$ cat src/hw/rtl/eia_pkg.sv
// Package for the extended integer ALU: widths, opcodes, class tags,
// error codes and the record that travels down the pipeline. No dependencies.
`default_nettype none
package eia_pkg;

	localparam int WIDTH = 64;
	localparam int DIV_STEPS = WIDTH;

	localparam logic [WIDTH-1:0] MIN_VAL = {1'b1, {(WIDTH-1){1'b0}}};
	localparam logic [WIDTH-1:0] ALL_ONES = {WIDTH{1'b1}};

	typedef enum logic [2:0] {
		OP_ADD = 3'd0,
		OP_SUB = 3'd1,
		OP_MUL = 3'd2,
		OP_DIV = 3'd3,
		OP_MOD = 3'd4,
		OP_LESS = 3'd5,
		OP_EQ = 3'd6,
		OP_NOP = 3'd7
	} kind_t;

	localparam logic [1:0] TAG_FIN = 2'd0;
	localparam logic [1:0] TAG_POS = 2'd1;
	localparam logic [1:0] TAG_NEG = 2'd2;

	localparam logic [1:0] ERR_NONE = 2'd0;
	localparam logic [1:0] ERR_OVF = 2'd1;
	localparam logic [1:0] ERR_UNDEF = 2'd2;
	localparam logic [1:0] ERR_DIV0 = 2'd3;

	// per-request record; value/tag/cmp/err hold the result unless a
	// later stage (multiplier, divider) replaces it
	typedef struct packed {
		logic op_mul;
		logic op_div;
		logic op_rem;
		logic neg_res;
		logic neg_a;
		logic [WIDTH-1:0] value;
		logic [1:0] tag;
		logic cmp;
		logic [1:0] err;
		logic [WIDTH-1:0] ua;
		logic [WIDTH-1:0] ub;
		logic [WIDTH-1:0] rr;
	} pipe_t;

endpackage
`default_nettype wire

$ cat src/hw/rtl/eia_div_step.sv
// One registered step of restoring division on magnitudes: ua shifts the
// dividend out and the quotient in, rr holds the partial remainder.
// Depends on eia_pkg.
`default_nettype none
module eia_div_step import eia_pkg::*; (
	input wire logic clk,
	input wire logic arst_n,
	input wire logic en,
	input wire logic vld_i,
	input wire pipe_t rec_i,
	output logic vld_s1,
	output pipe_t rec_s1
);
	logic [WIDTH:0] trial, diff;
	logic ge;
	pipe_t r;

	always_comb begin
		trial = {rec_i.rr, rec_i.ua[WIDTH-1]};
		diff = trial - {1'b0, rec_i.ub};
		ge = (trial >= {1'b0, rec_i.ub});
		r = rec_i;
		r.rr = ge ? diff[WIDTH-1:0] : trial[WIDTH-1:0];
		r.ua = {rec_i.ua[WIDTH-2:0], ge};
	end

	always_ff @(posedge clk or negedge arst_n) begin
		if (!arst_n) begin
			vld_s1 <= 1'b0;
		end else if (en) begin
			vld_s1 <= vld_i;
		end
	end

	always_ff @(posedge clk) begin
		if (en) begin
			rec_s1 <= r;
		end
	end
endmodule
`default_nettype wire

$ cat config.mk
export PLATFORM = sky130hd
export DESIGN_NAME = eia_div_step
export DESIGN_NICKNAME = d
export VERILOG_FILES = /design/src/hw/rtl/eia_pkg.sv /design/src/hw/rtl/eia_div_step.sv
export SDC_FILE = /design/constraint.sdc
export NUM_CORES = 1
export LEC_CHECK = 0
export ABC_AREA = 1
export BUFFER_PORTS_ARGS = -buffer_cell sky130_fd_sc_hd__buf_2
export CAP_MARGIN = 20
export CORE_AREA = 2 2 210 212
export DETAILED_ROUTE_END_ITERATION = 8
export DIE_AREA = 0 0 212 214
export PLACE_DENSITY = 0.69
export SLEW_MARGIN = 20
export SYNTH_ARGS = -nofsm -noshare
export SYNTH_HDL_FRONTEND = slang
export SYNTH_SLANG_ARGS = --single-unit
$ cat constraint.sdc
create_clock -name clk -period 1 [get_ports clk]
set_input_delay 0.3 -clock clk [delete_from_list [all_inputs] [get_ports clk]]
set_output_delay 0.3 -clock clk [all_outputs]
set_load 0.01 [all_outputs]
==> results.sh, run 1 <==
export IMPL_status="finished with violations"
export IMPL_violations="negative setup slack"
export IMPL_antenna_found_initial=6
export IMPL_rows=76
export IMPL_ioPinCount=537
export IMPL_layout_drive_gt1_share=0.485
export IMPL_clkPwrFrac=0.328
export IMPL_yosys_top_cells_area="edfxtp_1 (52%), nand2_1 (17%), inv_1 (9.2%)"
export IMPL_maxSlewHeadroom=0.738
export IMPL_yosys_area_top_type="edfxtp_1"
export IMPL_via_count=16900
export IMPL_drtIter0Drc=1282
export IMPL_drt_total_wl_um=77900
export IMPL_synthFlopType="edfxtp_1"
export IMPL_synth_top_area_share=0.523
export IMPL_syn_inst=1840
export IMPL_yosys_warnings=0
export IMPL_fp_dieW_um=212
export IMPL_core_area_um2=42900
export IMPL_powerDensity_nw_per_um2=1410
export IMPL_crit_required_ns=1.30
export IMPL_clk_latency_ns=0.54
export IMPL_grt_util_all_layers=0.323
export IMPL_worstPathArrival_ns=2.17
export IMPL_cts_tree="yes"
export IMPL_switching_share=0.316
export IMPL_cp_max_fo=7
export IMPL_dp_hpwl_um=58500
export IMPL_path_clk_slew_ns=0.06
export IMPL_dieHeight_um=214
export IMPL_setup_viol_count_final=332
export IMPL_gp_congestion=1.02
export IMPL_yosysSeqAreaShare=0.524
export IMPL_holdPathStages=1
export IMPL_cts_sinks=267
export IMPL_avgSynthCellArea_um2=8.31
export IMPL_yosysMostFrequentCell="nand2_1"
export IMPL_path_class="in2reg"
export IMPL_nets=3276
export IMPL_clk_path_buf_depth=3
export IMPL_p_comb_frac=0.311
export IMPL_slew_violations=0
export IMPL_p_switching_w=0.0124
export IMPL_n_fill_cell=3471
export IMPL_rr_startpoint="vld_s1"
export IMPL_min_period_ns=1.87
export IMPL_synth_edf_count=266
export IMPL_cp_start_kind="input pin"
export IMPL_vias_per_cell=4.76
export IMPL_grt_overflow=0
export IMPL_rsz0062_at_grt="yes"
export IMPL_io_buffers=536
export IMPL_syn_area_um2=15300
export IMPL_p_int_w=0.0267
export IMPL_power_frac_seq=0.360
export IMPL_drc=0
export IMPL_setup_tns_ns=-152.04
export IMPL_p_leak_nw=13.6
export IMPL_final_hold_viol_count=0
export IMPL_die_area_um2=45400
export IMPL_endpoint_kind="flop"
export IMPL_r2r_setup_slack_ns=0.22
export IMPL_pre_cts_ws_ns=-2.07
export IMPL_start_util=0.356
export IMPL_synth_seq_cells=267
export IMPL_setup_ws_ns=-0.871
export IMPL_grt_max_degree=61
export IMPL_wire_per_inst_um=21.9
export IMPL_max_slew_worst_pin_slew_ns=0.392
export IMPL_synthTopCellsByCount="nand2_1 (678), inv_1 (375), edfxtp_1 (266)"
export IMPL_cts_inserted_buffers=34
export IMPL_cap_violations=0
export IMPL_fin_util=0.645
export IMPL_drt_pass1_iterations=5
export IMPL_worstReg2RegEnd="vld_s1"
export IMPL_min_from="rec_i[241]"
export IMPL_power_w=0.0391
export IMPL_cts_htree_levels=2
export IMPL_ys_types=38
export IMPL_grt_pass1_vias=17000
export IMPL_r2r_cells=1
export IMPL_fin_skew_ns=0
export IMPL_grt_pass1_wl_um=107000
export IMPL_dp_cells=3244
export IMPL_timing_fmax_mhz=535
export IMPL_holdPathEnd="rec_s1[241]"
export IMPL_antenna_left=0
export IMPL_worstHoldPathType="in2reg"
export IMPL_async_flop_share=0.00375
export IMPL_finalCritPeriodShare=1.87
export IMPL_stdcell_count=3555
export IMPL_area_growth_pct=80.9
export IMPL_syn_num_nets=2175
export IMPL_vdd_drop_max_uv=1100
export IMPL_cts_root_buf="clkbuf_16"
registers in the layout, indices dropped and copies added (netlist names):
name    cells
rec_s1    266
vld_s1      1
layer usage:
metal  up-vias  share of wire  wire [µm]  track usage
met3       146          0.070       5460       0.0608
met5         -        0.00062         48            0
met1      8067           0.41      32000        0.412
met2       697           0.48      37100        0.543
li1       8002              -          -            -
met4         8          0.043       3350        0.121
power groups by stage:
| stage | clock network [W] | registers (W) | logic [W] |
|---|---|---|---|
| 3_3_place_gp | 0 | 0.0142 | 0.00934 |
| 3_5_place_dp | 0 | 0.0142 | 0.00940 |
| 6_report | 0.0128 | 0.0141 | 0.0122 |
| 2_1_floorplan | 0 | 0.0147 | 0.00369 |
| 4_1_cts | 0.0129 | 0.0140 | 0.0107 |
| 5_1_grt | 0.0134 | 0.0142 | 0.0129 |
worst max path at each step:
stage               start         end  depth (start not counted)
2_1_floorplan  rec_i[124]  rec_s1[16]                         13
3_3_place_gp   rec_i[126]  rec_s1[61]                         14
3_5_place_dp   rec_i[126]  rec_s1[61]                         14
4_1_cts         rec_i[96]  rec_s1[13]                         16
5_1_grt         rec_i[84]   rec_s1[2]                         20
6_report        rec_i[84]   rec_s1[2]                         20
what timing repair did:
action                                  in CTS  in global routing
endpoints found under the setup margin     332                332
hold buffers                               189                  1
hold endpoints to repair                   189                  1
resized for setup                          180                416
cloned                                       2                 11
setup buffers                               22                 24
pin swaps                                   36                 71
critical path, stage by stage:
cell and delay, ns:
buf_2 0.11, inv_1 0.09, ha_4 0.23, nand2_1 0.08, nand2_2 0.06, inv_1 0.07
nand2_1 0.08, nand2_1 0.07, nand2_1 0.07, nand2_1 0.09, nand2_2 0.08, inv_2 0.08
nand2_4 0.08, nand2_8 0.09, nand2_8 0.07, buf_12 0.16, buf_12 0.15, buf_6 0.12
nand2_2 0.04, nand2_1 0.04
area by class of cell:
type,count,area (µm²),area share
repair buffers,1084,8230,0.298
flip-flops and latches,267,8010,0.290
multi-input cells,1160,8010,0.290
inverters,394,1510,0.0548
clock buffers,40,895,0.0324
well taps,585,732,0.0265
clock inverters,22,251,0.00910
diodes,3,7.51,0.000272
metrics by stage:
step           cell area (µm²)  hold WS [ns]
2_1_floorplan            16200       0.00441
3_3_place_gp             21900        0.0799
3_5_place_dp             21900        0.0788
4_1_cts                  25800       0.00676
5_1_grt                  27600        0.0105
6_report                 27600        0.0242
cells in the final DEF, fill, tap and decap left out, types with 63 or more instances in the layout:
cell type | netlist | layout
nand2_2 | 24 | 155
buf_2 | 5 | 465
buf_4 | 0 | 315
nand3_1 | 144 | 89
nand2_1 | 678 | 503
dlygate4sd3_1 | 0 | 190
inv_1 | 375 | 331
ha_4 | 0 | 63
edfxtp_1 | 266 | 266
buf_6 | 2 | 76
cell families (layout without fill, tap and decap cells):
| kind of cell | count (synthesis) | in the layout | synth area share |
|---|---|---|---|
| simple gates | 1009 | 1009 | 0.281 |
| fa+ha+maj | 65 | 65 | 0.0537 |
| buf+inv | 413 | 1540 | 0.104 |
| xor+xnor | 31 | 31 | 0.0178 |
| compound gates | 54 | 54 | 0.0187 |
| other cells | 0 | 3 | 0 |
| mux | 1 | 1 | 0.000737 |
| flops | 267 | 267 | 0.524 |
Note: power is estimated with default switching activity, not from simulation.
==> run 2: changes to the inputs <==
--- a/config.mk
+++ b/config.mk
@@ -12,6 +12,7 @@
 export DETAILED_ROUTE_END_ITERATION = 8
 export DIE_AREA = 0 0 212 214
 export PLACE_DENSITY = 0.69
+export SKIP_CTS_REPAIR_TIMING = 1
 export SLEW_MARGIN = 20
 export SYNTH_ARGS = -nofsm -noshare
 export SYNTH_HDL_FRONTEND = slang
==> constraint.sdc (replaced) <==
create_clock -name clk -period 2.04 [get_ports clk]
set_input_delay 0.612 -clock clk [delete_from_list [all_inputs] [get_ports clk]]
set_output_delay 0.612 -clock clk [all_outputs]
set_load 0.01 [all_outputs]
==> results.sh, run 2 (synthesis results as in run 1) <==
export IMPL_status="finished with violations"
export IMPL_violations="negative setup slack"
export IMPL_gp_congestion=0.961
export IMPL_vias_per_cell=4.74
export IMPL_worstPathArrival_ns=2.45
export IMPL_ioPinCount=537
export IMPL_cp_start_kind="input pin"
export IMPL_rsz0062_at_grt="yes"
export IMPL_antenna_found_initial=11
export IMPL_cts_htree_levels=1
export IMPL_maxSlewHeadroom=0.745
export IMPL_fin_util=0.584
export IMPL_p_leak_nw=12.6
export IMPL_clk_latency_ns=0.59
export IMPL_worstReg2RegEnd="vld_s1"
export IMPL_final_hold_viol_count=0
export IMPL_antenna_left=0
export IMPL_layout_drive_gt1_share=0.501
export IMPL_nets=3069
export IMPL_powerDensity_nw_per_um2=713
export IMPL_io_buffers=536
export IMPL_cts_inserted_buffers=31
export IMPL_cts_sinks=267
export IMPL_start_util=0.356
export IMPL_largest_reg_flops=266
export IMPL_setup_ws_ns=-0.0657
export IMPL_grt_max_degree=50
export IMPL_r2r_setup_slack_ns=1.29
export IMPL_layout_commonest_cell="nand2_1"
export IMPL_dp_hpwl_um=58200
export IMPL_setup_tns_ns=-1.31
export IMPL_critPathMaxStageDelay_ns=0.31
export IMPL_clk_path_buf_depth=3
export IMPL_reg_top3="rec_s1: 266 flops, vld_s1: 1 flops"
export IMPL_endpoint_kind="flop"
export IMPL_top_register="rec_s1"
export IMPL_via_count=15900
export IMPL_vdd_drop_max_uv=649
export IMPL_final_cell_area_um2=25100
export IMPL_worstPathCellList="buf_6 > inv_4 > ha_4 > nand2_4 > nor2_4 > inv_2 > nor2_4 > nand2_2 > nor2_4 > nand2_4 > nand3_4 > nor2_8 > buf_12 > buf_16 > nand3_1 > nand2_1"
export IMPL_grt_pass1_vias=15400
export IMPL_timing_fmax_mhz=475
export IMPL_dpl_cell_area_um2=21700
export IMPL_path_common_cell="nor2_4"
export IMPL_crit_required_ns=2.39
export IMPL_rr_startpoint="vld_s1"
export IMPL_power_w=0.0179
export IMPL_critPathLaunch="rec_i[111]"
export IMPL_cap_violations=0
export IMPL_drt_total_wl_um=74200
export IMPL_cts_root_buf="clkbuf_16"
export IMPL_worstHoldPathType="in2reg"
export IMPL_finalCritPeriodShare=1.03
export IMPL_r2r_cells=1
export IMPL_area_growth_pct=63.9
export IMPL_path_class="in2reg"
export IMPL_slew_violations=0
export IMPL_cts_tree="yes"
export IMPL_p_int_w=0.0122
export IMPL_power_frac_seq=0.384
export IMPL_die_area_um2=45400
export IMPL_fp_dieW_um=212
export IMPL_mostFrequentLayoutCells="nand2_1 (544), buf_2 (499), inv_1 (314), buf_4 (313), edfxtp_1 (266)"
export IMPL_rows=76
export IMPL_grt_pass1_wl_um=99200
export IMPL_grt_util_all_layers=0.300
export IMPL_grt_overflow=0
export IMPL_path_clk_slew_ns=0.06
export IMPL_max_slew_worst_pin_slew_ns=0.378
export IMPL_cp_max_fo=8
export IMPL_p_comb_frac=0.305
export IMPL_cp_slowest_cell="ha_4"
export IMPL_critPathCapture="rec_s1[49]"
export IMPL_p_switching_w=0.00568
export IMPL_clkPwrFrac=0.311
export IMPL_setup_viol_count_final=51
export IMPL_wire_per_inst_um=22.2
export IMPL_drc=0
export IMPL_switching_share=0.318
export IMPL_drtIter0Drc=1274
export IMPL_drt_pass1_iterations=5
export IMPL_dieHeight_um=214
export IMPL_core_area_um2=42900
export IMPL_fin_skew_ns=0
export IMPL_min_period_ns=2.11
-- run 2: cell count changes in the layout (fill, tap and decap cells not counted), sizes merged --
cell         previous run  this run
nand2                 704       706
bufinv                  4         3
diode                   3         6
dlygate4sd3           190         1
clkbuf                 48        45
buf                   886       867
-- run 2: worst min path at each step --
stage / from / endpoint / slack [ns] / cells after the start
3_3_place_gp: arst_n / vld_s1 / 0.39 / 1
5_1_grt: rec_i[118] / rec_s1[118] / 0.14 / 1
3_5_place_dp: arst_n / vld_s1 / 0.39 / 1
6_report: rec_i[103] / rec_s1[103] / 0.16 / 1
2_1_floorplan: arst_n / vld_s1 / 0.32 / 0
4_1_cts: arst_n / vld_s1 / -0.23 / 1
-- run 2: worst max-delay path: cells and delay by family --
| family | cells | cell delay, ns |
|---|---|---|
| fa+ha+maj | 1 | 0.31 |
| simple gates | 10 | 1.02 |
| buf+inv | 5 | 0.50 |
-- run 2: power groups by stage --
| stage | logic (W) | registers, W | clock network (W) |
|---|---|---|---|
| 6_report | 0.00545 | 0.00685 | 0.00556 |
| 5_1_grt | 0.00582 | 0.00689 | 0.00585 |
| 4_1_cts | 0.00462 | 0.00685 | 0.00565 |
| 3_5_place_dp | 0.00459 | 0.00695 | 0 |
| 3_3_place_gp | 0.00457 | 0.00695 | 0 |
| 2_1_floorplan | 0.00181 | 0.00722 | 0 |
-- run 2: area by class of cell --
class,count,area (µm²)
flip-flops and latches,267,8010
fillers,3838,17800
well taps,585,732
diodes,6,15.0
multi-input cells,1162,7900
clock inverters,21,201
repair buffers,878,5890
inverters,394,1510
clock buffers,35,791
-- run 2: stage by stage --
stage                     cells  hold slack, ns  worst slack [ns]
final                      3348           0.160           -0.0657
after global placement     3225           0.390             -1.19
after detailed placement   3225           0.388             -1.16
after floorplan            1840           0.316            -0.276
after CTS                  3281          -0.235            -0.544
after global routing       3343           0.139            -0.113
-- run 2: layer usage --
metal  track usage  share of wire  vias up
met2         0.510           0.48      606
met4        0.0664          0.028        6
li1              -              -     7566
met3        0.0541          0.076      112
met5             0        0.00054        -
met1         0.397           0.42     7571
