$ cat config.mk
export PLATFORM = sky130hd
export DESIGN_NAME = eia_decode
export DESIGN_NICKNAME = d
export VERILOG_FILES = /design/src/hw/rtl/eia_pkg.sv /design/src/hw/rtl/eia_decode.sv
export SDC_FILE = /design/constraint.sdc
export NUM_CORES = 1
export LEC_CHECK = 0
export ABC_AREA = 1
export BUFFER_PORTS_ARGS = -buffer_cell sky130_fd_sc_hd__buf_2
export CORE_ASPECT_RATIO = 1.5
export CORE_MARGIN = 2
export CORE_UTILIZATION = 50
export CTS_CLUSTER_DIAMETER = 150
export DETAILED_ROUTE_END_ITERATION = 8
export GPL_TIMING_DRIVEN = 0
export PLACE_DENSITY = 0.81
export SLEW_MARGIN = 10
export SYNTH_ARGS = -nofsm -noshare
export SYNTH_HDL_FRONTEND = slang
export SYNTH_SLANG_ARGS = --single-unit
$ cat constraint.sdc
create_clock -name clk -period 1 [get_ports clk]
set_input_delay 0.05 -clock clk [delete_from_list [all_inputs] [get_ports clk]]
set_output_delay 0.05 -clock clk [all_outputs]
set_load 0.1 [all_outputs]
$ cat src/hw/rtl/eia_pkg.sv
// Package for the extended integer ALU: widths, opcodes, class tags,
// error codes and the record that travels down the pipeline. No dependencies.
`default_nettype none
package eia_pkg;

	localparam int WIDTH = 64;
	localparam int DIV_STEPS = WIDTH;

	localparam logic [WIDTH-1:0] MIN_VAL = {1'b1, {(WIDTH-1){1'b0}}};
	localparam logic [WIDTH-1:0] ALL_ONES = {WIDTH{1'b1}};

	typedef enum logic [2:0] {
		OP_ADD = 3'd0,
		OP_SUB = 3'd1,
		OP_MUL = 3'd2,
		OP_DIV = 3'd3,
		OP_MOD = 3'd4,
		OP_LESS = 3'd5,
		OP_EQ = 3'd6,
		OP_NOP = 3'd7
	} kind_t;

	localparam logic [1:0] TAG_FIN = 2'd0;
	localparam logic [1:0] TAG_POS = 2'd1;
	localparam logic [1:0] TAG_NEG = 2'd2;

	localparam logic [1:0] ERR_NONE = 2'd0;
	localparam logic [1:0] ERR_OVF = 2'd1;
	localparam logic [1:0] ERR_UNDEF = 2'd2;
	localparam logic [1:0] ERR_DIV0 = 2'd3;

	// per-request record; value/tag/cmp/err hold the result unless a
	// later stage (multiplier, divider) replaces it
	typedef struct packed {
		logic op_mul;
		logic op_div;
		logic op_rem;
		logic neg_res;
		logic neg_a;
		logic [WIDTH-1:0] value;
		logic [1:0] tag;
		logic cmp;
		logic [1:0] err;
		logic [WIDTH-1:0] ua;
		logic [WIDTH-1:0] ub;
		logic [WIDTH-1:0] rr;
	} pipe_t;

endpackage
`default_nettype wire

$ cat src/hw/rtl/eia_decode.sv
// First stage: class handling, add/sub, compares, all error cases but multiply
// overflow, and the operand magnitudes for the multiplier and divider. Depends on eia_pkg.
`default_nettype none
module eia_decode import eia_pkg::*; (
	input wire logic clk,
	input wire logic arst_n,
	input wire logic en,
	input wire logic vld_i,
	input wire logic [2:0] kind,
	input wire logic [WIDTH-1:0] a_value,
	input wire logic [1:0] a_tag,
	input wire logic [WIDTH-1:0] b_value,
	input wire logic [1:0] b_tag,
	output logic vld_s1,
	output pipe_t rec_s1
);
	logic [WIDTH-1:0] a, b, sum, dif;
	logic a_fin, b_fin, a_neg, b_neg, b_zero, a_zero;
	pipe_t r;

	function automatic logic [1:0] flip(input logic [1:0] t);
		return (t == TAG_POS) ? TAG_NEG : TAG_POS;
	endfunction

	always_comb begin
		a_fin = (a_tag == TAG_FIN);
		b_fin = (b_tag == TAG_FIN);
		a = a_fin ? a_value : '0;
		b = b_fin ? b_value : '0;
		a_neg = a[WIDTH-1];
		b_neg = b[WIDTH-1];
		a_zero = (a == '0);
		b_zero = (b == '0);
		sum = a + b;
		dif = a - b;

		r = '0;
		r.ua = a_neg ? (~a + 1'b1) : a;
		r.ub = b_neg ? (~b + 1'b1) : b;
		r.neg_res = a_neg ^ b_neg;
		r.neg_a = a_neg;

		if (kind_t'(kind) == OP_NOP) begin
			r.err = ERR_NONE;
		end else if (a_tag == 2'd3 || b_tag == 2'd3) begin
			r.err = ERR_UNDEF;
		end else begin
			unique case (kind_t'(kind))
				OP_ADD: begin
					if (a_fin && b_fin) begin
						if (a_neg == b_neg && sum[WIDTH-1] != a_neg) r.err = ERR_OVF;
						else r.value = sum;
					end else if (a_fin) r.tag = b_tag;
					else if (b_fin || a_tag == b_tag) r.tag = a_tag;
					else r.err = ERR_UNDEF;
				end
				OP_SUB: begin
					if (a_fin && b_fin) begin
						if (a_neg != b_neg && dif[WIDTH-1] != a_neg) r.err = ERR_OVF;
						else r.value = dif;
					end else if (a_fin) r.tag = flip(b_tag);
					else if (b_fin || a_tag != b_tag) r.tag = a_tag;
					else r.err = ERR_UNDEF;
				end
				OP_MUL: begin
					if (a_fin && b_fin) r.op_mul = 1'b1;
					else if (a_fin) begin
						if (!a_zero) r.tag = a_neg ? flip(b_tag) : b_tag;
					end else if (b_fin) begin
						if (!b_zero) r.tag = b_neg ? flip(a_tag) : a_tag;
					end else r.tag = (a_tag == b_tag) ? TAG_POS : TAG_NEG;
				end
				OP_DIV, OP_MOD: begin
					if (a_fin && b_fin) begin
						if (b_zero) r.err = ERR_DIV0;
						else if (a == MIN_VAL && b == ALL_ONES) r.err = ERR_OVF;
						else begin
							r.op_div = 1'b1;
							r.op_rem = (kind_t'(kind) == OP_MOD);
						end
					end else if (a_fin) begin
						if (kind_t'(kind) == OP_MOD) r.value = a;
					end else if (kind_t'(kind) == OP_MOD) r.err = ERR_UNDEF;
					else if (b_fin) begin
						if (b_zero) r.err = ERR_DIV0;
						else r.tag = b_neg ? flip(a_tag) : a_tag;
					end else r.err = ERR_UNDEF;
				end
				OP_LESS: begin
					if (a_fin && b_fin) r.cmp = ($signed(a) < $signed(b));
					else if (a_tag == TAG_NEG) r.cmp = (b_tag != TAG_NEG);
					else if (a_tag == TAG_POS) r.cmp = 1'b0;
					else r.cmp = (b_tag == TAG_POS);
				end
				OP_EQ: r.cmp = (a_tag == b_tag) && (a == b);
				OP_NOP: r.err = ERR_NONE;
				default: r.err = ERR_NONE;
			endcase
		end
	end

	always_ff @(posedge clk or negedge arst_n) begin
		if (!arst_n) begin
			vld_s1 <= 1'b0;
		end else if (en) begin
			vld_s1 <= vld_i;
		end
	end

	always_ff @(posedge clk) begin
		if (en) begin
			rec_s1 <= r;
		end
	end
endmodule
`default_nettype wire

==> flow_summary.yaml, run 1 <==
global_routing:
  grt_pass1_wl_um: 229000
  grt_pass1_vias: 32100
  grt_overflow: 51
  grt_usage_pct: 64.9
  grt_max_degree: 116
synth:
  synth_edf_count: 202
  synth_area_leaders: "edfxtp_1, nand2_1, inv_1"
  synthTopCellsByCount: "nand2_1, inv_1, nor2_1"
  ys_seq_elements: 203
  synth.distinct_cells: 57
  synth_most_common_cell: "nand2_1"
  ys_seq_area_share_pct: 25.9
  synth-xor-area-share_pct: 4.23
  synth_top_family_by_area: "simple AND/OR/NAND/NOR gates"
  yosys.area_share.simple_pct: 34.3
  syn_area_um2: 23500
  ys_warn_count: 0
  synth_compound_area_share_pct: 14.5
  avgSynthCellArea_um2: 6.19
  synthCells: 3799
  synth.top_cell.area_share_pct: 25.8
  synth_fa_ha_area_share_pct: 6.75
  synthMuxAreaShare_pct: 0.133
  ys.flop_type: "edfxtp_1"
  synth-async-reset-ratio_pct: 0.493
  yosysTopAreaCell: "edfxtp_1"
floorplan:
  io_pins: 406
  rows: 97
  die_y_um: 270
  initial_core_util_pct: 50.5
  chipWidth_um: 181
clocking:
  numCtsBuffers: 22
  cts.sinks: 203
  htree_levels: 1
  clock_path_buffers: 3
  cts_root_buffer: "clkbuf_16"
status:
  lastStage: "global routing"
  error_message: "[ERROR GRT-0116] Global routing finished with congestion. Check the congestion regions in the DRC Viewer."
  outcome: "did not finish"
placed_design:
  place_hpwl_um: 106000
  gp_congestion: 1.21
  portBuffers: 341
-- per-stage QoR --
step	hold WS [ns]	util, %	setup slack, ns	area (µm²)	std cells
after floorplan	-0.246	-	-1.88	24600	3862
after global placement	-0.175	58.0	-4.21	27000	4797
after detailed placement	-0.170	58.1	-4.14	27100	4798
after CTS	-0.203	66.5	-2.00	31000	5013
-- metal layers --
metal	global-route usage, %	GRT overflow
met5	6.50	0
met4	67.5	28
met3	40.6	1
met2	86.7	22
met1	65.9	0
-- logic make-up after synthesis --
logic type,count (synthesis)
adder cells (fa/ha/maj),127
AND/OR/NAND/NOR,1926
XOR/XNOR,112
flip-flops,203
other,1
multiplexers,3
buffers and inverters,791
AO/OA/AOI/OAI,636
-- repair_timing --
item,CTS
resized for setup,401
setup endpoints to repair,403
gates cloned,3
buffers inserted,101
endpoints found under the hold margin,109
hold buffers,84
pin swaps,63
==> inputs of run 2 (changes only) <==
--- a/config.mk
+++ b/config.mk
@@ -7,13 +7,11 @@
 export LEC_CHECK = 0
 export ABC_AREA = 1
 export BUFFER_PORTS_ARGS = -buffer_cell sky130_fd_sc_hd__buf_2
-export CORE_ASPECT_RATIO = 1.5
 export CORE_MARGIN = 2
-export CORE_UTILIZATION = 50
-export CTS_CLUSTER_DIAMETER = 150
+export CORE_UTILIZATION = 35
 export DETAILED_ROUTE_END_ITERATION = 8
 export GPL_TIMING_DRIVEN = 0
-export PLACE_DENSITY = 0.81
+export PLACE_DENSITY_LB_ADDON = 0.15
 export SLEW_MARGIN = 10
 export SYNTH_ARGS = -nofsm -noshare
 export SYNTH_HDL_FRONTEND = slang
==> flow_summary.yaml, run 2 <==
status:
  outcome: "complete, but fails checks"
  violations: "negative hold slack, negative setup slack"
placed_design:
  place_area_um2: 27500
  dp_slack_ns: -4.03
  gp_congestion: 1.02
  portBuffers: 341
  place_inst: 5078
  place_hpwl_um: 116000
timing:
  fin_ws_ns: -2.12
  clock_skew_ns: 0
  max_freq_mhz: 321
  finalHoldViolations: 57
  timing.hold.ws_ns: -0.0954
  setup_viol: 403
  rsz0062_at_grt: "yes"
  finalMaxSlewViolations: 0
  worst-slew-pin-transition_ns: 1.21
  period_share_pct: 312
  slew-limit-headroom_pct: 19.6
  finalCriticalPeriod_ns: 3.12
  finalSetupTns_ns: -363.75
synth:
  ys_seq_area_share_pct: 25.9
  syn_area_um2: 23500
  synthTopCellsByCount: "nand2_1, inv_1, nor2_1"
  ys_seq_elements: 203
  avgSynthCellArea_um2: 6.19
  synth_edf_count: 202
  synth-async-reset-ratio_pct: 0.493
  synth_most_common_cell: "nand2_1"
  synthCells: 3799
  synth.distinct_cells: 57
  synth.top_cell.area_share_pct: 25.8
  ys_warn_count: 0
  synth_area_leaders: "edfxtp_1, nand2_1, inv_1"
  yosysTopAreaCell: "edfxtp_1"
  ys.flop_type: "edfxtp_1"
power_and_ir_drop:
  power_frac_comb_pct: 51.0
  peakVddDrop_mv: 1.42
  clockPowerShare_pct: 24.5
  seq_power_share_pct: 24.5
  p_int_w: 0.0219
  total_leakage_power_nw: 17.2
  power_density_nw_per_um2: 1170
  switching_share_pct: 48.1
  p_switching_w: 0.0204
  p_total_w: 0.0423
critical_path:
  r2r-start: "vld_s1"
  setup.worst_path.start: "a_tag[0]"
  cpMostUsedCell: "nand2_1"
  slowest_delay_ns: 0.39
  reg2reg_depth: 1
  critPathMaxFanout: 8
  crit_chain: "buf_12 -> nor2_4 -> buf_8 -> buf_4 -> buf_4 -> nand2_2 -> inv_4 -> ha_1 -> o21ai_0 -> a21oi_1 -> inv_1 -> a21oi_2 -> nand2_1 -> nand2_1 -> nand2_1 -> nand2_1 -> nand2_1 -> nand2_1 -> nand4_1 -> nand2_1 -> nor2_4 -> nor2_4"
  critPathLaunchType: "input port"
  critPathRequiredTime_ns: 1.42
  worstSetupPathType: "in -> reg"
  endpoint_kind: "flop"
  arrival_ns: 3.54
  crit_slowest_cell: "ha_1"
global_routing:
  grt_util_met3_pct: 9.28
  grt_use_met1_pct: 54.1
  antenna_found_initial: 9
  grt_usage_pct: 40.4
  grt_pass1_wl_um: 200000
  grt.busiest_layer: "met2"
  met2_usage_pct: 62.7
  grt_max_degree: 88
  grt_overflow: 0
  grt_pass1_vias: 28100
clocking:
  clock_path_buffers: 3
  cts_tree: "done"
  cts.clk_slew.worst_paths_ns: 0.06
  cts.sinks: 203
  numCtsBuffers: 26
  htree_levels: 1
  clk_latency_ns: 0.57
  cts_root_buffer: "clkbuf_16"
min_path:
  hp-class: "in -> reg"
  hp-start: "a_value[41]"
  holdPathStages: 3
cells_and_area:
  fin_area_um2: 36200
  nets: 4871
  layoutNonFillerInstCount: 5502
  mostFrequentLayoutCell: "nand2_1"
  regMostFlops: "rec_s1"
  largest_reg_flops: 202
  drive_above_1_share_pct: 36.3
  layout.cells.most_common_list: "nand2_1, inv_1, nor2_1"
  reg_top3: "rec_s1 x202, vld_s1 x1"
  syn_to_final_growth_pct: 53.8
route:
  routed_via_density: 5.56
  drt_iter0_drc: 3788
  drtPass1Iterations: 9
  wire_per_inst_um: 27.0
  drc_errors: 0
  detail-route-antenna-nets: 0
  routed_wl_um: 149000
  dr_total_vias: 30600
floorplan:
  initial_core_util_pct: 35.2
  die_area_um2: 69300
  fp.coreArea_um2: 66800
  chipWidth_um: 263
  io_pins: 406
  die_y_um: 263
  rows: 95
flow_run:
  cap_viol_max_count: 0
==> run 2: cell counts after synthesis <==
Identical to the previous run, type by type.
==> run 2: worst max-delay path, delay by kind of cell <==
kind,cells,cell delay [ns]
compound gates,3,0.75
buf+inv,6,0.78
fa+ha+maj,1,0.39
simple gates,12,1.54
==> run 2: power by group through the flow <==
stage / combinational [W] / sequential (W) / clock [W]
floorplan: 0.00747 / 0.0153 / 0
global placement: 0.0171 / 0.0106 / 0
detailed placement: 0.0171 / 0.0105 / 0
CTS: 0.0194 / 0.0104 / 0.0104
global route: 0.0223 / 0.0104 / 0.0108
finish: 0.0216 / 0.0104 / 0.0104
==> run 2: stage by stage <==
| step | hold slack, ns | utilization, % |
|---|---|---|
| final | -0.0954 | 54.2 |
| after global placement | -0.174 | 41.0 |
| after global routing | -0.0940 | 54.2 |
| after floorplan | -0.246 | - |
| after CTS | -0.179 | 49.3 |
| after detailed placement | -0.173 | 41.1 |
==> run 2: cells by family (layout without fill, tap and decap cells) <==
kind of cell / count (synthesis) / count (layout) / synth area share (%)
AND/OR/NAND/NOR: 1926 / 1926 / 34.3
buffers and inverters: 791 / 1554 / 14.2
AO/OA/AOI/OAI: 636 / 636 / 14.5
flip-flops: 203 / 203 / 25.9
adder cells (fa/ha/maj): 127 / 127 / 6.75
XOR/XNOR: 112 / 112 / 4.23
multiplexers: 3 / 3 / 0.133
other: 1 / 68 / 0.0159
==> run 2: what timing repair did <==
item	in CTS	in global routing
pin swaps	96	207
setup buffers	123	158
hold buffers	90	4
gates resized for setup	636	570
endpoints found under the setup margin	403	403
cloned	11	4
hold endpoints to repair	146	60
==> run 2: layer usage <==
metal  wire length (µm)  part of all wire, %
met1              59000                   40
met2              64700                   43
met3              17500                   12
met4               7550                  5.1
met5                137                0.092
==> run 2: layout make-up <==
cell class / count / area (µm²)
Fill cell: 6702 / 30600
Multi-Input combinational cell: 2868 / 18600
Buffer: 142 / 1360
Clock buffer: 32 / 724
Antenna cell: 4 / 10.0
Timing Repair inverter: 1 / 11.3
Clock inverter: 16 / 194
Inverter: 634 / 2580
Sequential cell: 203 / 6090
Timing Repair Buffer: 729 / 5510
Tap cell: 873 / 1090
==> run 2: final timing paths <==
check	to	slack (ns)
setup reg to reg	vld_s1	0.26
setup / recovery	rec_s1[251]	-2.12
hold / removal	rec_s1[169]	-0.1
hold reg to reg	vld_s1	0.51
max in group asynchronous	vld_s1	0.59
min in group asynchronous	vld_s1	0.31
Power figures use the tool's default switching activity.
==> inputs of run 3 (changes only) <==
--- a/config.mk
+++ b/config.mk
@@ -5,7 +5,6 @@
 export SDC_FILE = /design/constraint.sdc
 export NUM_CORES = 1
 export LEC_CHECK = 0
-export ABC_AREA = 1
 export BUFFER_PORTS_ARGS = -buffer_cell sky130_fd_sc_hd__buf_2
 export CORE_MARGIN = 2
 export CORE_UTILIZATION = 35
==> constraint.sdc (replaced) <==
create_clock -name clk -period 3.23 [get_ports clk]
set_input_delay 0.1615 -clock clk [delete_from_list [all_inputs] [get_ports clk]]
set_output_delay 0.1615 -clock clk [all_outputs]
set_load 0.1 [all_outputs]
==> flow_summary.yaml, run 3 <==
clocking:
  cts_root_buffer: "clkbuf_16"
  cts_tree: "done"
  cts.clk_slew.worst_paths_ns: 0.06
  clk_latency_ns: 0.55
  numCtsBuffers: 25
  htree_levels: 1
  cts.sinks: 203
  clock_path_buffers: 3
floorplan:
  rows: 89
  initial_core_util_pct: 35.4
  chipWidth_um: 248
  die_area_um2: 61600
  fp.coreArea_um2: 59000
  io_pins: 406
  die_y_um: 248
timing:
  rsz0062_at_grt: "yes"
  worst-slew-pin-transition_ns: 1.40
  max_freq_mhz: 243
  clock_skew_ns: 0
  fin_ws_ns: -0.889
  setup_viol: 77
  timing.hold.ws_ns: 0.0128
  finalHoldViolations: 0
  finalCriticalPeriod_ns: 4.12
  period_share_pct: 128
  finalMaxSlewViolations: 0
  slew-limit-headroom_pct: 6.34
power_and_ir_drop:
  p_total_w: 0.0116
  total_leakage_power_nw: 12.9
  power_density_nw_per_um2: 377
  peakVddDrop_mv: 0.521
flow_run:
  cap_viol_max_count: 0
cells_and_area:
  nets: 3567
  syn_to_final_growth_pct: 47.4
  regMostFlops: "rec_s1"
  fin_area_um2: 30800
  largest_reg_flops: 202
  layout.cells.most_common_list: "buf_2, nor2_1, nand2_1"
  reg_top3: "rec_s1 x202, vld_s1 x1"
  mostFrequentLayoutCell: "buf_2"
  drive_above_1_share_pct: 35.2
critical_path:
  critPathRequiredTime_ns: 3.58
  critPathLaunchType: "input port"
  worstSetupPathType: "in -> reg"
  arrival_ns: 4.47
  endpoint_kind: "flop"
  critPathMaxFanout: 10
route:
  drc_errors: 0
  drtPass1Iterations: 6
  routed_wl_um: 121000
  dr_total_vias: 24800
  detail-route-antenna-nets: 0
  wire_per_inst_um: 29.5
  routed_via_density: 6.06
  drt_iter0_drc: 2494
synth:
  ys_seq_area_share_pct: 29.2
  yosysTopAreaCell: "edfxtp_1"
  synthTopCellsByCount: "nor2_1, nand2_1, a21oi_1"
  avgSynthCellArea_um2: 7.89
  synth-async-reset-ratio_pct: 0.493
  synth.top_cell.area_share_pct: 29.1
  synth_most_common_cell: "nor2_1"
  ys_seq_elements: 203
  ys_warn_count: 0
  synthCells: 2644
  ys.flop_type: "edfxtp_1"
  synth.distinct_cells: 94
  synth_area_leaders: "edfxtp_1, ha_1, a21oi_1"
  synth_edf_count: 202
  syn_area_um2: 20900
global_routing:
  antenna_found_initial: 7
  grt_pass1_wl_um: 166000
  grt_max_degree: 104
  grt_pass1_vias: 23600
  grt_usage_pct: 37.3
  grt_overflow: 0
placed_design:
  dp_slack_ns: -3.90
  place_area_um2: 24600
  place_hpwl_um: 91600
  portBuffers: 336
  gp_congestion: 0.996
min_path:
  hp-class: "in -> reg"
status:
  outcome: "complete, but fails checks"
  violations: "negative setup slack"
## run 3: kinds of logic (layout without fill, tap and decap cells)
family                   Yosys count  after routing  synth area share (%)
flip-flops                       203            203                  29.2
other                              1             67                0.0180
XOR/XNOR                         167            167                  7.01
multiplexers                      10             10                 0.492
buffers and inverters            369            978                  7.96
adder cells (fa/ha/maj)          127            127                  7.62
AND/OR/NAND/NOR                  978            978                  23.0
AO/OA/AOI/OAI                    789            790                  24.8
## run 3: worst paths after layout
check,from,endpoint,slack [ns],depth (start not counted)
setup / recovery,a_tag[0],rec_s1[247],-0.89,24
hold / removal,b_value[47],rec_s1[111],0.01,3
setup reg to reg,vld_s1,vld_s1,2.48,1
hold reg to reg,vld_s1,vld_s1,0.52,1
max in group asynchronous,arst_n,vld_s1,2.68,3
min in group asynchronous,arst_n,vld_s1,0.44,3
## run 3: power breakdown
group	leakage [nW]	switching, W	internal, W	total [W]
combinational	10.6	0.00414	0.00150	0.00564
sequential	1.94	0.0000566	0.00312	0.00318
clock	0.371	0.00118	0.00160	0.00277
## run 3: stage by stage
step	setup TNS, ns	util, %	instances
floorplan	-43.61	-	2707
global placement	-395.07	41.6	3816
detailed placement	-253.48	41.7	3818
CTS	-60.35	48.2	4010
global route	-51.35	52.1	4091
finish	-49.23	52.1	4093
## run 3: metal layers
layer / global-route usage [%] / wire (µm)
met5: 0.159 / 13
met2: 59.3 / 54200
met3: 6.25 / 10000
met1: 47.3 / 47400
met4: 23.0 / 9200
## run 3: timing repair
action	CTS	global route
endpoints found under the hold margin	65	0
setup endpoints to repair	94	99
gates cloned	9	8
pin swaps	84	133
gates resized for setup	380	338
hold buffers	62	0
buffers inserted	88	84
## run 3: area by class of cell
cell class | instances | area, µm²
well taps | 773 | 967
clock buffers | 35 | 673
multi-input cells | 2136 | 16400
diodes | 3 | 7.51
clock inverters | 8 | 90.1
inverters | 161 | 623
flip-flops and latches | 203 | 6090
fillers | 5669 | 28300
plain buffers | 193 | 1750
repair buffers | 581 | 4140
## run 3: worst max-delay path, cell delays in order
cell	delay, ns
clkbuf_16	0.13
nor2_4	0.11
buf_12	0.16
clkbuf_16	0.16
clkbuf_16	0.16
buf_12	0.15
clkbuf_16	0.17
and2_4	0.15
ha_4	0.21
nor4_4	0.33
nand2_2	0.11
nor3_4	0.20
nand4_1	0.12
buf_6	0.16
a41oi_4	0.29
nand3_1	0.13
nand3b_1	0.14
buf_6	0.15
xnor2_4	0.11
a21oi_4	0.24
buf_12	0.21
a221o_1	0.16
o21ai_1	0.08
a211oi_2	0.42
